===== config.mk =====
export PLATFORM = sky130hd
export DESIGN_NAME = bc5_block_decoder
export DESIGN_NICKNAME = d
export VERILOG_FILES = /design/src/rtl/bc5_pkg.sv /design/src/rtl/bc5_front.sv /design/src/rtl/bc5_queue.sv /design/src/rtl/bc5_back.sv /design/src/rtl/bc5_block_decoder.sv
export SDC_FILE = /design/constraint.sdc
export NUM_CORES = 2
export LEC_CHECK = 0
export BUFFER_PORTS_ARGS = -buffer_cell sky130_fd_sc_hd__buf_2
export CAP_MARGIN = 20
export CORE_MARGIN = 5
export CORE_UTILIZATION = 40
export CTS_BUF_LIST = sky130_fd_sc_hd__clkbuf_8
export CTS_CLUSTER_DIAMETER = 80
export DETAILED_ROUTE_END_ITERATION = 12
export HOLD_SLACK_MARGIN = 0.06
export PLACE_DENSITY = 0.56
export SYNTH_ARGS = -nofsm -noshare
export SYNTH_HDL_FRONTEND = slang
export SYNTH_HIERARCHICAL = 1
export SYNTH_SLANG_ARGS = --single-unit
export TNS_END_PERCENT = 100

===== constraint.sdc =====
create_clock -name clk -period 9.4 [get_ports clk]
set_input_delay 1.88 -clock clk [delete_from_list [all_inputs] [get_ports clk]]
set_output_delay 1.88 -clock clk [all_outputs]
set_load 0.02 [all_outputs]

===== src/rtl/bc5_pkg.sv =====
// ============================================================================
// bc5_pkg
// Shared types, constants and the palette weighting function of the BC5
// block decoder.
// ============================================================================
package bc5_pkg;

    localparam int BC5_MAX_SIDE_DEFAULT = 16384;

    localparam int BC5_CFG_INDEX_W = 4;
    localparam int BC5_CFG_DATA_W  = 15;
    localparam logic [BC5_CFG_INDEX_W-1:0] BC5_REG_IMAGE_WIDTH  = 4'd0;
    localparam logic [BC5_CFG_INDEX_W-1:0] BC5_REG_IMAGE_HEIGHT = 4'd1;
    localparam logic [BC5_CFG_DATA_W-1:0]  BC5_SIDE_RESET       = 15'd16384;

    localparam int BC5_POS_W      = 12;
    localparam int BC5_OFFSET_W   = 29;
    localparam int BC5_CNT_W      = 4;
    localparam int BC5_INDEX_LSB  = 16;
    localparam int BC5_QUEUE_DEPTH = 2;
    localparam logic [BC5_CNT_W-1:0] BC5_TEXEL_LAST = 4'd15;

    // Weighted endpoint sums are at most 7 * 255 and fit in 11 bits. The
    // quotient by 7 or 5 is taken as a multiplication by a scaled reciprocal.
    localparam int BC5_SUM_W   = 11;
    localparam int BC5_RECIP_W = 12;
    localparam int BC5_RECIP_SHIFT = 14;
    localparam logic [BC5_RECIP_W-1:0] BC5_RECIP_7 = 12'd2341;
    localparam logic [BC5_RECIP_W-1:0] BC5_RECIP_5 = 12'd3277;
    localparam logic [BC5_SUM_W-1:0]   BC5_WHITE_SUM = 11'd1275;

    typedef struct packed {
        logic [63:0] red_block;
        logic [63:0] green_block;
    } bc5_block_t;

    typedef struct packed {
        logic [7:0]              red_value;
        logic [7:0]              green_value;
        logic [BC5_OFFSET_W-1:0] byte_offset;
        logic                    inside_image;
        logic                    last_texel;
        logic                    last_block;
    } bc5_texel_t;

    // One classified block as it waits between the front and the back end.
    typedef struct packed {
        logic [63:0]          red_block;
        logic [63:0]          green_block;
        logic                 red_mode7;
        logic                 green_mode7;
        logic [BC5_POS_W-1:0] block_column;
        logic [BC5_POS_W-1:0] block_row;
        logic                 last_block;
    } bc5_job_t;

    // Returns the weighted endpoint sum for one palette index. Indices 0 and
    // 1 carry the full divisor as weight so that the common division step
    // returns the endpoint itself; white in six-level mode is a fixed sum.
    function automatic logic [BC5_SUM_W-1:0] bc5_level_sum(
        input logic       mode7,
        input logic [7:0] e0,
        input logic [7:0] e1,
        input logic [2:0] idx
    );
        logic [2:0]           wa;
        logic [2:0]           wb;
        logic [2:0]           full;
        logic [BC5_SUM_W-1:0] sum;
        full = mode7 ? 3'd7 : 3'd5;
        wa   = 3'd0;
        wb   = 3'd0;
        priority if (idx == 3'd0)
        begin
            wa = full;
        end
        else if (idx == 3'd1)
        begin
            wb = full;
        end
        else if (mode7)
        begin
            wa = 3'(4'd8 - {1'b0, idx});
            wb = idx - 3'd1;
        end
        else if (idx <= 3'd5)
        begin
            wa = 3'd6 - idx;
            wb = idx - 3'd1;
        end
        else
        begin
            wa = 3'd0;
            wb = 3'd0;
        end
        if (!mode7 && (idx == 3'd7))
        begin
            sum = BC5_WHITE_SUM;
        end
        else
        begin
            sum = (BC5_SUM_W'(wa) * BC5_SUM_W'(e0)) + (BC5_SUM_W'(wb) * BC5_SUM_W'(e1));
        end
        return sum;
    endfunction

endpackage


===== src/rtl/bc5_front.sv =====
// ============================================================================
// bc5_front
// Accepts blocks, holds the image size registers, tracks the block position
// and classifies the palette mode of each channel.
// ============================================================================
module bc5_front #(
    parameter  int MAX_SIDE = bc5_pkg::BC5_MAX_SIDE_DEFAULT,
    localparam int SIDE_W   = $clog2(MAX_SIDE + 1)
) (
    input  logic                                   clk,
    input  logic                                   rst_n,
    input  logic                                   blk_valid,
    output logic                                   blk_ready,
    input  bc5_pkg::bc5_block_t                    blk_data,
    input  logic                                   cfg_valid,
    output logic                                   cfg_ready,
    input  logic [bc5_pkg::BC5_CFG_INDEX_W-1:0]    cfg_index,
    input  logic [bc5_pkg::BC5_CFG_DATA_W-1:0]     cfg_data,
    output logic                                   job_valid,
    input  logic                                   job_ready,
    output bc5_pkg::bc5_job_t                      job,
    output logic [SIDE_W-1:0]                      width,
    output logic [SIDE_W-1:0]                      height
);
    import bc5_pkg::*;

    localparam int CL_W = (BC5_CFG_DATA_W > SIDE_W) ? BC5_CFG_DATA_W : SIDE_W;
    localparam int NW   = ((BC5_POS_W + 1) > SIDE_W) ? (BC5_POS_W + 1) : SIDE_W;

    logic [BC5_CFG_DATA_W-1:0] image_width_reg;
    logic [BC5_CFG_DATA_W-1:0] image_height_reg;
    logic [BC5_POS_W-1:0]      column_reg;
    logic [BC5_POS_W-1:0]      column_next;
    logic [BC5_POS_W-1:0]      row_reg;
    logic [BC5_POS_W-1:0]      row_next;

    logic [SIDE_W:0]      wide_sum;
    logic [SIDE_W:0]      high_sum;
    logic [SIDE_W-2:0]    blocks_wide;
    logic [SIDE_W-2:0]    blocks_high;
    logic [BC5_POS_W:0]   next_col;
    logic [BC5_POS_W:0]   next_row;
    logic                 final_col;
    logic                 final_row;
    logic                 accept;

    function automatic logic [SIDE_W-1:0] side_clamp(input logic [BC5_CFG_DATA_W-1:0] v);
        logic [SIDE_W-1:0] r;
        priority if (v == '0)
        begin
            r = SIDE_W'(1);
        end
        else if (CL_W'(v) > CL_W'(MAX_SIDE))
        begin
            r = SIDE_W'(MAX_SIDE);
        end
        else
        begin
            r = SIDE_W'(v);
        end
        return r;
    endfunction

    assign cfg_ready = 1'b1;

    always_ff @(posedge clk or negedge rst_n)
    begin
        if (!rst_n)
        begin
            image_width_reg  <= BC5_SIDE_RESET;
            image_height_reg <= BC5_SIDE_RESET;
        end
        else if (cfg_valid)
        begin
            if (cfg_index == BC5_REG_IMAGE_WIDTH)
            begin
                image_width_reg <= cfg_data;
            end
            if (cfg_index == BC5_REG_IMAGE_HEIGHT)
            begin
                image_height_reg <= cfg_data;
            end
        end
    end

    assign width  = side_clamp(image_width_reg);
    assign height = side_clamp(image_height_reg);

    assign wide_sum    = {1'b0, width} + (SIDE_W + 1)'(3);
    assign high_sum    = {1'b0, height} + (SIDE_W + 1)'(3);
    assign blocks_wide = wide_sum[SIDE_W:2];
    assign blocks_high = high_sum[SIDE_W:2];

    assign next_col  = {1'b0, column_reg} + (BC5_POS_W + 1)'(1);
    assign next_row  = {1'b0, row_reg} + (BC5_POS_W + 1)'(1);
    assign final_col = NW'(next_col) >= NW'(blocks_wide);
    assign final_row = NW'(next_row) >= NW'(blocks_high);

    assign job_valid = blk_valid;
    assign blk_ready = job_ready;
    assign accept    = blk_valid && job_ready;

    always_comb
    begin
        job.red_block    = blk_data.red_block;
        job.green_block  = blk_data.green_block;
        job.red_mode7    = blk_data.red_block[7:0] > blk_data.red_block[15:8];
        job.green_mode7  = blk_data.green_block[7:0] > blk_data.green_block[15:8];
        job.block_column = column_reg;
        job.block_row    = row_reg;
        job.last_block   = final_col && final_row;
    end

    // Raster block order, with both coordinates wrapping back to zero.
    always_comb
    begin
        column_next = column_reg;
        row_next    = row_reg;
        if (accept)
        begin
            if (final_col)
            begin
                column_next = '0;
                row_next    = final_row ? '0 : next_row[BC5_POS_W-1:0];
            end
            else
            begin
                column_next = next_col[BC5_POS_W-1:0];
            end
        end
    end

    always_ff @(posedge clk or negedge rst_n)
    begin
        if (!rst_n)
        begin
            column_reg <= '0;
            row_reg    <= '0;
        end
        else
        begin
            column_reg <= column_next;
            row_reg    <= row_next;
        end
    end

endmodule


===== src/rtl/bc5_queue.sv =====
// ============================================================================
// bc5_queue
// Short first-in first-out queue of classified blocks between the front and
// the back end.
// ============================================================================
module bc5_queue #(
    parameter int DEPTH = bc5_pkg::BC5_QUEUE_DEPTH
) (
    input  logic              clk,
    input  logic              rst_n,
    input  logic              push_valid,
    output logic              push_ready,
    input  bc5_pkg::bc5_job_t push_data,
    output logic              pop_valid,
    input  logic              pop_ready,
    output bc5_pkg::bc5_job_t pop_data
);
    import bc5_pkg::*;

    localparam int PTR_W = (DEPTH > 1) ? $clog2(DEPTH) : 1;
    localparam int CNT_W = $clog2(DEPTH + 1);

    bc5_job_t          entry_reg [DEPTH];
    logic [PTR_W-1:0]  wr_ptr_reg;
    logic [PTR_W-1:0]  rd_ptr_reg;
    logic [CNT_W-1:0]  count_reg;
    logic              push;
    logic              pop;

    function automatic logic [PTR_W-1:0] ptr_inc(input logic [PTR_W-1:0] p);
        logic [PTR_W-1:0] r;
        r = (p == PTR_W'(DEPTH - 1)) ? '0 : p + PTR_W'(1);
        return r;
    endfunction

    assign push_ready = count_reg != CNT_W'(DEPTH);
    assign pop_valid  = count_reg != '0;
    assign pop_data   = entry_reg[rd_ptr_reg];
    assign push       = push_valid && push_ready;
    assign pop        = pop_valid && pop_ready;

    always_ff @(posedge clk)
    begin
        if (push)
        begin
            entry_reg[wr_ptr_reg] <= push_data;
        end
    end

    always_ff @(posedge clk or negedge rst_n)
    begin
        if (!rst_n)
        begin
            wr_ptr_reg <= '0;
            rd_ptr_reg <= '0;
            count_reg  <= '0;
        end
        else
        begin
            if (push)
            begin
                wr_ptr_reg <= ptr_inc(wr_ptr_reg);
            end
            if (pop)
            begin
                rd_ptr_reg <= ptr_inc(rd_ptr_reg);
            end
            unique case ({push, pop})
                2'b10:   count_reg <= count_reg + CNT_W'(1);
                2'b01:   count_reg <= count_reg - CNT_W'(1);
                default: count_reg <= count_reg;
            endcase
        end
    end

endmodule


===== src/rtl/bc5_back.sv =====
// ============================================================================
// bc5_back
// Walks the sixteen texels of each block through a two-stage pipeline:
// palette sum and row product, then division, offset and output register.
// ============================================================================
module bc5_back #(
    parameter  int MAX_SIDE = bc5_pkg::BC5_MAX_SIDE_DEFAULT,
    localparam int SIDE_W   = $clog2(MAX_SIDE + 1)
) (
    input  logic                 clk,
    input  logic                 rst_n,
    input  logic                 job_valid,
    output logic                 job_ready,
    input  bc5_pkg::bc5_job_t    job,
    input  logic [SIDE_W-1:0]    width,
    input  logic [SIDE_W-1:0]    height,
    output logic                 texel_valid,
    input  logic                 texel_ready,
    output bc5_pkg::bc5_texel_t  texel_data
);
    import bc5_pkg::*;

    localparam int COORD_W = BC5_POS_W + 2;
    localparam int MUL_W   = COORD_W + SIDE_W + 1;
    localparam int PROD_W  = (MUL_W > BC5_OFFSET_W) ? MUL_W : BC5_OFFSET_W;
    localparam int CMP_W   = (COORD_W > SIDE_W) ? COORD_W : SIDE_W;
    localparam int QPROD_W = BC5_SUM_W + BC5_RECIP_W;

    // Current block and texel sequencer
    bc5_job_t              cur_reg;
    logic                  cur_valid_reg;
    logic [BC5_CNT_W-1:0]  texel_cnt_reg;

    // First stage
    logic                  s1_valid_reg;
    logic [BC5_SUM_W-1:0]  s1_red_sum_reg;
    logic                  s1_red_div7_reg;
    logic [BC5_SUM_W-1:0]  s1_green_sum_reg;
    logic                  s1_green_div7_reg;
    logic [PROD_W-1:0]     s1_prod_reg;
    logic [COORD_W-1:0]    s1_col_reg;
    logic                  s1_inside_reg;
    logic                  s1_last_texel_reg;
    logic                  s1_last_block_reg;

    // Output register
    logic                  out_valid_reg;
    bc5_texel_t            out_reg;

    logic                  out_adv;
    logic                  s1_free;
    logic                  issue;
    logic                  load;
    logic [5:0]            idx_lsb;
    logic [2:0]            red_idx;
    logic [2:0]            green_idx;
    logic [COORD_W-1:0]    tex_row;
    logic [COORD_W-1:0]    tex_col;
    logic [BC5_RECIP_W-1:0] red_recip;
    logic [BC5_RECIP_W-1:0] green_recip;
    logic [QPROD_W-1:0]    red_q;
    logic [QPROD_W-1:0]    green_q;
    logic [PROD_W-1:0]     offset_sum;
    bc5_texel_t            out_next;

    assign out_adv   = !out_valid_reg || texel_ready;
    assign s1_free   = !s1_valid_reg || out_adv;
    assign issue     = cur_valid_reg && s1_free;
    assign load      = !cur_valid_reg || (issue && (texel_cnt_reg == BC5_TEXEL_LAST));
    assign job_ready = load;

    assign idx_lsb   = 6'(BC5_INDEX_LSB + 3 * int'(texel_cnt_reg));
    assign red_idx   = cur_reg.red_block[idx_lsb +: 3];
    assign green_idx = cur_reg.green_block[idx_lsb +: 3];
    assign tex_row   = {cur_reg.block_row, texel_cnt_reg[3:2]};
    assign tex_col   = {cur_reg.block_column, texel_cnt_reg[1:0]};

    always_ff @(posedge clk or negedge rst_n)
    begin
        if (!rst_n)
        begin
            cur_valid_reg <= 1'b0;
            texel_cnt_reg <= '0;
        end
        else if (load)
        begin
            cur_valid_reg <= job_valid;
            texel_cnt_reg <= '0;
        end
        else if (issue)
        begin
            texel_cnt_reg <= texel_cnt_reg + BC5_CNT_W'(1);
        end
    end

    always_ff @(posedge clk)
    begin
        if (load && job_valid)
        begin
            cur_reg <= job;
        end
    end

    always_ff @(posedge clk or negedge rst_n)
    begin
        if (!rst_n)
        begin
            s1_valid_reg <= 1'b0;
        end
        else if (s1_free)
        begin
            s1_valid_reg <= issue;
        end
    end

    always_ff @(posedge clk)
    begin
        if (issue)
        begin
            s1_red_sum_reg    <= bc5_level_sum(cur_reg.red_mode7, cur_reg.red_block[7:0],
                                               cur_reg.red_block[15:8], red_idx);
            s1_green_sum_reg  <= bc5_level_sum(cur_reg.green_mode7, cur_reg.green_block[7:0],
                                               cur_reg.green_block[15:8], green_idx);
            s1_red_div7_reg   <= cur_reg.red_mode7;
            s1_green_div7_reg <= cur_reg.green_mode7;
            s1_prod_reg       <= PROD_W'(tex_row) * PROD_W'(width);
            s1_col_reg        <= tex_col;
            s1_inside_reg     <= (CMP_W'(tex_col) < CMP_W'(width)) &&
                                 (CMP_W'(tex_row) < CMP_W'(height));
            s1_last_texel_reg <= texel_cnt_reg == BC5_TEXEL_LAST;
            s1_last_block_reg <= cur_reg.last_block;
        end
    end

    // The reciprocal products are exact floors for sums up to 7 * 255.
    assign red_recip   = s1_red_div7_reg ? BC5_RECIP_7 : BC5_RECIP_5;
    assign green_recip = s1_green_div7_reg ? BC5_RECIP_7 : BC5_RECIP_5;
    assign red_q       = QPROD_W'(s1_red_sum_reg) * QPROD_W'(red_recip);
    assign green_q     = QPROD_W'(s1_green_sum_reg) * QPROD_W'(green_recip);
    assign offset_sum  = s1_prod_reg + PROD_W'(s1_col_reg);

    always_comb
    begin
        out_next.red_value    = red_q[BC5_RECIP_SHIFT +: 8];
        out_next.green_value  = green_q[BC5_RECIP_SHIFT +: 8];
        out_next.byte_offset  = {offset_sum[BC5_OFFSET_W-2:0], 1'b0};
        out_next.inside_image = s1_inside_reg;
        out_next.last_texel   = s1_last_texel_reg;
        out_next.last_block   = s1_last_block_reg;
    end

    always_ff @(posedge clk or negedge rst_n)
    begin
        if (!rst_n)
        begin
            out_valid_reg <= 1'b0;
        end
        else if (out_adv)
        begin
            out_valid_reg <= s1_valid_reg;
        end
    end

    always_ff @(posedge clk)
    begin
        if (out_adv && s1_valid_reg)
        begin
            out_reg <= out_next;
        end
    end

    assign texel_valid = out_valid_reg;
    assign texel_data  = out_reg;

endmodule


===== src/rtl/bc5_block_decoder.sv =====
// ============================================================================
// bc5_block_decoder
// BC5 block decoder: one 16-byte block in, sixteen red/green texels out.
//
// Each accepted block yields sixteen texels in row-major order within the
// block, one per clock cycle while the receiver accepts them; the texel
// sequencer in the back end issues them to the single texel output. The
// first texel of a block passes through the queue entry, the current block
// register, the first stage and the output register. A two-entry queue lets
// further blocks be accepted while texels are still being delivered or held
// by a stalled receiver. Block positions advance in raster block order from
// the top-left corner after reset; image_width (index 0) and image_height
// (index 1) are clamped to 1..MAX_SIDE and should only be written while the
// decoder is idle. Texels beyond the image edge are still delivered with
// inside_image low.
// ============================================================================
module bc5_block_decoder #(
    parameter  int MAX_SIDE = bc5_pkg::BC5_MAX_SIDE_DEFAULT
) (
    input  logic                                clk,
    input  logic                                rst_n,
    input  logic                                blk_valid,
    output logic                                blk_ready,
    input  bc5_pkg::bc5_block_t                 blk_data,
    output logic                                texel_valid,
    input  logic                                texel_ready,
    output bc5_pkg::bc5_texel_t                 texel_data,
    input  logic                                cfg_valid,
    output logic                                cfg_ready,
    input  logic [bc5_pkg::BC5_CFG_INDEX_W-1:0] cfg_index,
    input  logic [bc5_pkg::BC5_CFG_DATA_W-1:0]  cfg_data
);
    import bc5_pkg::*;

    localparam int SIDE_W = $clog2(MAX_SIDE + 1);

    logic              front_valid;
    logic              front_ready;
    bc5_job_t          front_job;
    logic              queue_valid;
    logic              queue_ready;
    bc5_job_t          queue_job;
    logic [SIDE_W-1:0] width;
    logic [SIDE_W-1:0] height;

    bc5_front #(
        .MAX_SIDE (MAX_SIDE)
    ) u_front (
        .clk       (clk),
        .rst_n     (rst_n),
        .blk_valid (blk_valid),
        .blk_ready (blk_ready),
        .blk_data  (blk_data),
        .cfg_valid (cfg_valid),
        .cfg_ready (cfg_ready),
        .cfg_index (cfg_index),
        .cfg_data  (cfg_data),
        .job_valid (front_valid),
        .job_ready (front_ready),
        .job       (front_job),
        .width     (width),
        .height    (height)
    );

    bc5_queue #(
        .DEPTH (BC5_QUEUE_DEPTH)
    ) u_queue (
        .clk        (clk),
        .rst_n      (rst_n),
        .push_valid (front_valid),
        .push_ready (front_ready),
        .push_data  (front_job),
        .pop_valid  (queue_valid),
        .pop_ready  (queue_ready),
        .pop_data   (queue_job)
    );

    bc5_back #(
        .MAX_SIDE (MAX_SIDE)
    ) u_back (
        .clk         (clk),
        .rst_n       (rst_n),
        .job_valid   (queue_valid),
        .job_ready   (queue_ready),
        .job         (queue_job),
        .width       (width),
        .height      (height),
        .texel_valid (texel_valid),
        .texel_ready (texel_ready),
        .texel_data  (texel_data)
    );

endmodule


# Yosys cells after proc, flatten, opt, wreduce, memory -nomap -nowiden
# Memory sizes are Yosys's and may differ from the RTL's. A register that Yosys moved wholly into a read port is not among the register bits.
# Cells that the tools add are included.
[classes]
n_eq_ne = 9
n_mux = 37
shift = 2
reduce_logical = 28
n_mul = 8
n_lt_le_gt_ge = 10
n_addsub = 19
[ops]
columns = ["cell", "n"]
rows = [
  ["64-bit by 7-bit indexed part select with 3-bit output", 2],
  ["15-bit 2-to-1 mux", 4],
  ["3-bit 2-to-1 mux", 20],
  ["11-bit by 12-bit multiplier with 22-bit output", 2],
  ["3-bit by 8-bit multiplier with 11-bit output", 4],
  ["15-bit by 2-bit adder with 16-bit output (second input constant)", 2],
  ["15-bit greater-than comparator (second input constant)", 2],
  ["15-bit zero test", 2],
  ["14-bit by 15-bit < comparator with 1-bit output", 2],
  ["28-bit by 14-bit adder with 28-bit output", 1],
  ["13-bit by 14-bit >= comparator with 1-bit output", 2],
  ["14-bit by 15-bit multiplier with 28-bit output", 1],
  ["12-bit by 1-bit adder with 13-bit output (second input constant)", 2],
  ["12-bit 2-to-1 mux", 2],
  ["11-bit adder", 2],
  ["11-bit 2-to-1 mux", 2],
  ["8-bit greater-than comparator", 2],
  ["1-bit logical AND", 9],
  ["4-bit 2-to-1 mux", 2],
  ["6-bit adder (first input constant)", 1],
  ["3-bit by 1-bit == test with 1-bit output (second input constant)", 2],
  ["3-bit == test (second input constant)", 2],
  ["3-bit <= comparator (second input constant)", 2],
  ["3-bit zero test", 2],
  ["21 further kinds", 39],
]
[totals]
n_memories = 1
word_cells = 140
register_bits = 181
inputBits = 152
ramBits = 310
output_inout_bits = 51
[memory_table]
columns = ["name", "words", "width", "rd", "rd_ports_with_merged_regs", "write_ports", "line_no", "source"]
rows = [
  ["u_queue.entry_reg", 2, 155, 1, 1, 1, "bc5_queue.sv:23", "bc5_job_t entry_reg [DEPTH];"],
]

# Depth between registers and ports, before layout
[logic_depth]
depth_word = 11
ltp_mapped = 33
ltp_nobuf = 31

# Modules after synthesis
# Netlist, hierarchy kept.
[modules_own_cells]
columns = ["mod", "seq_area_each_um2", "cells_each", "n_inst", "area_each_um2"]
rows = [
  ["bc5_back", 8313.0, 2491, 1, 28513.6],
  ["bc5_queue", 9409.0, 499, 1, 11434.7],
  ["bc5_front", 1353.8, 595, 1, 5230.0],
]

# Worst setup path before layout
# No wires, ideal clock.
[synth_timing]
path_type = "input-to-reg"
startpoint = "in blk_valid"
endpoint = "mem u_queue/entry_reg[0][0] (netlist name) (enable)"
path_slack_ns = 0.234
t_required_ns = 8.728
setup_ns = 0.672
path_buffers = 1
arrival_ns = 8.494
path_stages = 3
cell_sequence = "buf_4 > nand2_1 > nor2_1"
[synth_between]
elab_chain_cells = 3
[synth_rtl]
columns = ["element", "line_no", "source"]
rows = [
  ["from (decl)", "bc5_block_decoder.sv:22", "input logic blk_valid,"],
  ["1-bit logical AND", "bc5_queue.sv:39", "assign push = push_valid && push_ready;"],
  ["1-bit 2-to-1 mux", "bc5_queue.sv:44", "if (push)"],
  ["1-bit 2-to-1 mux (implied by the code)", "bc5_queue.sv:46", "entry_reg[wr_ptr_reg] <= push_data;"],
  ["to (decl)", "bc5_queue.sv:23", ""],
]
# No other way between the ends.

# Final worst setup path
[layout_timing]
startpoint = "reg u_back.texel_cnt_reg[2]"
endpoint = "reg u_back.s1_green_sum_reg[10] (data pin)"
[layout_between]
elab_chain_cells = 11
word_cells_on_any_way = 24
classes_between = "add/sub: 5; mul: 3; order compare: 1; eq/ne: 2; shift: 1; mux: 10; reduce/logical: 2"
[layout_rtl]
columns = ["element", "line_no", "source"]
rows = [
  ["from (decl)", "bc5_back.sv:32", "logic [BC5_CNT_W-1:0] texel_cnt_reg;"],
  ["from (signal assigned)", "bc5_back.sv:92", "texel_cnt_reg <= texel_cnt_reg + BC5_CNT_W'(1);"],
  ["2-bit by 4-bit multiplier with 6-bit output (*)", "bc5_back.sv:72", "assign idx_lsb = 6'(BC5_INDEX_LSB + 3 * int'(texel_cnt_reg));"],
  ["6-bit adder (*)", "bc5_back.sv:72", ""],
  ["64-bit by 7-bit indexed part select with 3-bit output (*)", "bc5_back.sv:74", "assign green_idx = cur_reg.green_block[idx_lsb +: 3];"],
  ["3-bit subtractor (tied with other cells)", "bc5_pkg.sv:88", "wa = 3'd6 - idx;"],
  ["3-bit 2-to-1 mux", "bc5_pkg.sv:86", "else if (idx <= 3'd5)"],
  ["3-bit 2-to-1 mux", "bc5_pkg.sv:81", "else if (mode7)"],
  ["3-bit 2-to-1 mux", "bc5_pkg.sv:77", "else if (idx == 3'd1)"],
  ["3-bit 2-to-1 mux", "bc5_pkg.sv:73", "priority if (idx == 3'd0)"],
  ["3-bit 2-to-1 mux", "bc5_back.sv:118", "if (issue)"],
  ["3-bit by 8-bit multiplier with 11-bit output", "bc5_pkg.sv:102", "sum = (BC5_SUM_W'(wa) * BC5_SUM_W'(e0)) + (BC5_SUM_W'(wb) * BC5_SUM_W'(e1));"],
  ["11-bit adder", "bc5_pkg.sv:102", ""],
  ["to (signal assigned)", "bc5_back.sv:122", "s1_green_sum_reg <= bc5_level_sum(cur_reg.green_mode7, cur_reg.green_block[7:0],"],
  ["to (decl)", "bc5_back.sv:38", "logic [BC5_SUM_W-1:0] s1_green_sum_reg;"],
]
# Every way passes the cells marked *; elsewhere a longest branch is shown, timed or not. The select of a mux whose other input is x is not followed.
# A chain may end at the register's enable or synchronous reset.

==> results.ini <==
[clocking]
cts-resized-gates=0
clk_pin_slew_ns=0.07
cts_num_sinks=646
post_cts_buffers=0
cts_max_level=3
cts_root_buffer=clkbuf_8
clock_latency_ns=0.75
cts_inserted_buffers=107
cts_tree=yes
holdBufCountCts=0
cts_buffer_depth=3

[global_routing]
grt_usage_pct=15.8
grt_pass1_vias=27027
grt_max_degree=139
grt_pass1_wl_um=152000
antenna_found_initial=24
grt_overflow=0

[timing]
tightest_slew_ns=1.10
setup_ws_ns=1.12
fmax_mhz=121
slew_headroom_pct=26.9
finalMaxSlewViolations=0
fin_crit_ns=8.28
rsz0062_at_grt=no
finalClockSkew_ns=0.0595
hold_viol=0
fin_tns_setup_ns=0
period_share_pct=88.1
setup_viol=0

[drt]
route.detailed.drc=0
vias=26029
wl_per_cell_um=17.8
drtAntennaViolNets=0
wl_um=94400
route.met3.wl_um=4920
wl_met2_um=42000
drt_iter0_drc=1488
viasPerCell=4.92
dr.pass1.iters=4
top_layer=met5
m1WireLength_um=45500

[critical_path]
crit_top_cell=fa_1
cp.arrival_ns=8.78
r2r_start=u_back/texel_cnt_reg[2]$_DFFE_PN0P_
rrSetupSlack_ns=1.12
critical_path_required_ns=9.89
path_class=reg2reg
crit_path_end_kind=flip-flop
start_kind=flip-flop
path_max_fanout=18
worst_path_max_delay_cell=o21ai_0
crit_start=u_back/texel_cnt_reg[2]$_DFFE_PN0P_
cpPeakStageDelay_ns=0.74

[synthesis]
syn_area_sq_um=45200
seq_area_frac_synth_pct=42.2
ys.flop_type=edfxtp_1
synth_edf_count=581
syn_inst=3585
avgSynthCellArea_sq_um=12.6
yosys_warnings=6
ys_ff_latch=646
synth_area_leaders=edfxtp_1 39%, fa_1 14%, ha_1 9.7%, mux4_2 4.5%, mux2_2 4.2%
synth_cell_types=87
synth_top_area_share_pct=38.6
yosysTopAreaCell=edfxtp_1
async_reset_ff_share_pct=10.1

[placement]
gp_congestion=0.837
numPortBuffers=200
hpwl_um=69800
placed_area_sq_um=46800
dp_slack_ns=1.10
dp_cells=5098

[final_layout]
drive_gt1_share_pct=18.2
area_growth_pct=8.31
final_nets=4527
final_area_sq_um=48900
largest_register_ffs=310
n_fill_cell=10457
fin_cells=5295

[run_status]
status=finished, final reports clean

[floorplan]
start_util_pct=40.2
pin_count=203
num_rows=123
die_area_sq_um=120000
core_area_sq_um=112000
die_w_um=346
die_h_um=346

[hold_path]
min-delay-start=u_back/s1_inside_reg$_DFFE_PP_
holdCritPathClass=reg2reg

[job]
drv_cap=0

==> cell usage after synthesis, drive strengths merged, types with 78 or more instances <==
| library cell | number |
|---|---|
| fa | 316 |
| mux4 | 90 |
| nand2 | 239 |
| edfxtp | 581 |
| xnor2 | 102 |
| ha | 352 |
| mux2 | 195 |
| a21oi | 78 |
| and2 | 138 |
| nor2 | 142 |
| buf | 188 |
| inv | 430 |
==> worst max-delay path, delay by kind of cell (launching register included) <==
family          cells  cell delay [ns]
buf+inv             5             1.09
simple gates        4             0.43
compound gates      7             1.53
fa+ha+maj           9             3.37
xor+xnor            1             0.14
flops               1             0.38
mux                 2             1.03
==> cells in the final DEF, fill, tap and decap left out, types with 35 or more instances in the layout <==
master	Yosys	final
edfxtp_1	581	581
inv_1	428	461
ha_1	352	351
fa_1	316	316
nand2_1	239	239
buf_2	16	200
mux2_2	168	168
nor2_1	140	139
and2_1	135	132
clkbuf_8	0	113
xnor2_1	102	102
mux4_2	90	90
a21oi_1	78	77
nor2b_1	63	62
dfrtp_1	63	61
a21o_1	46	46
nand3_1	43	43
nand2b_1	43	43
o21ai_0	42	42
xor2_1	38	38
buf_4	142	35
==> layer usage <==
layer | global-route usage, % | vias up
met5 | 0 | -
met4 | 4.64 | 6
met2 | 24.0 | 499
met3 | 3.12 | 134
li1 | - | 12548
met1 | 23.1 | 12842
==> layout make-up <==
| type | count | area, sq um | area share [%] |
|---|---|---|---|
| Clock buffer | 113 | 1560 | 3.18 |
| Antenna cell | 12 | 30.0 | 0.0614 |
| Timing Repair Buffer | 238 | 1320 | 2.69 |
| Clock inverter | 72 | 517 | 1.06 |
| Inverter | 432 | 1620 | 3.31 |
| Multi-Input combinational cell | 2282 | 22900 | 46.9 |
| Sequential cell | 646 | 19100 | 39.0 |
| Tap cell | 1500 | 1880 | 3.84 |
==> worst paths after layout <==
kind | endpoint | cells past startpoint
min | u_back/texel_data[2]$_DFFE_PP_ | 0
max in group asynchronous | u_queue/rd_ptr_reg$_DFFE_PN0P_ | 2
min in group asynchronous | u_front/image_height_reg[10]$_DFFE_PN0P_ | 2
max | u_back/s1_green_sum_reg[10]$_SDFFCE_PP1P_ | 28
min reg2reg | u_back/texel_data[2]$_DFFE_PP_ | 0
max reg2reg | u_back/s1_green_sum_reg[10]$_SDFFCE_PP1P_ | 28
==> per-stage QoR <==
step	util (%)	hold slack [ns]
4_1_cts	43.5	0.421
3_3_place_gp	41.7	0.405
6_report	43.6	0.420
3_5_place_dp	41.7	0.407
2_1_floorplan	-	0.400
5_1_grt	43.5	0.424
==> logic make-up (layout without fill, tap and decap cells) <==
group | Yosys count | in the layout | share of synthesized area [%]
buf+inv | 680 | 855 | 7.29
xor+xnor | 141 | 141 | 2.75
fa+ha+maj | 668 | 668 | 23.8
compound gates | 339 | 339 | 5.08
other cells | 3 | 38 | 0.0249
flops | 646 | 646 | 42.2
mux | 316 | 316 | 10.0
simple gates | 792 | 792 | 8.85
Power is left out: the tool's default activity adds up to more than one toggle a clock period on the data nets, which glitch-free logic cannot reach.
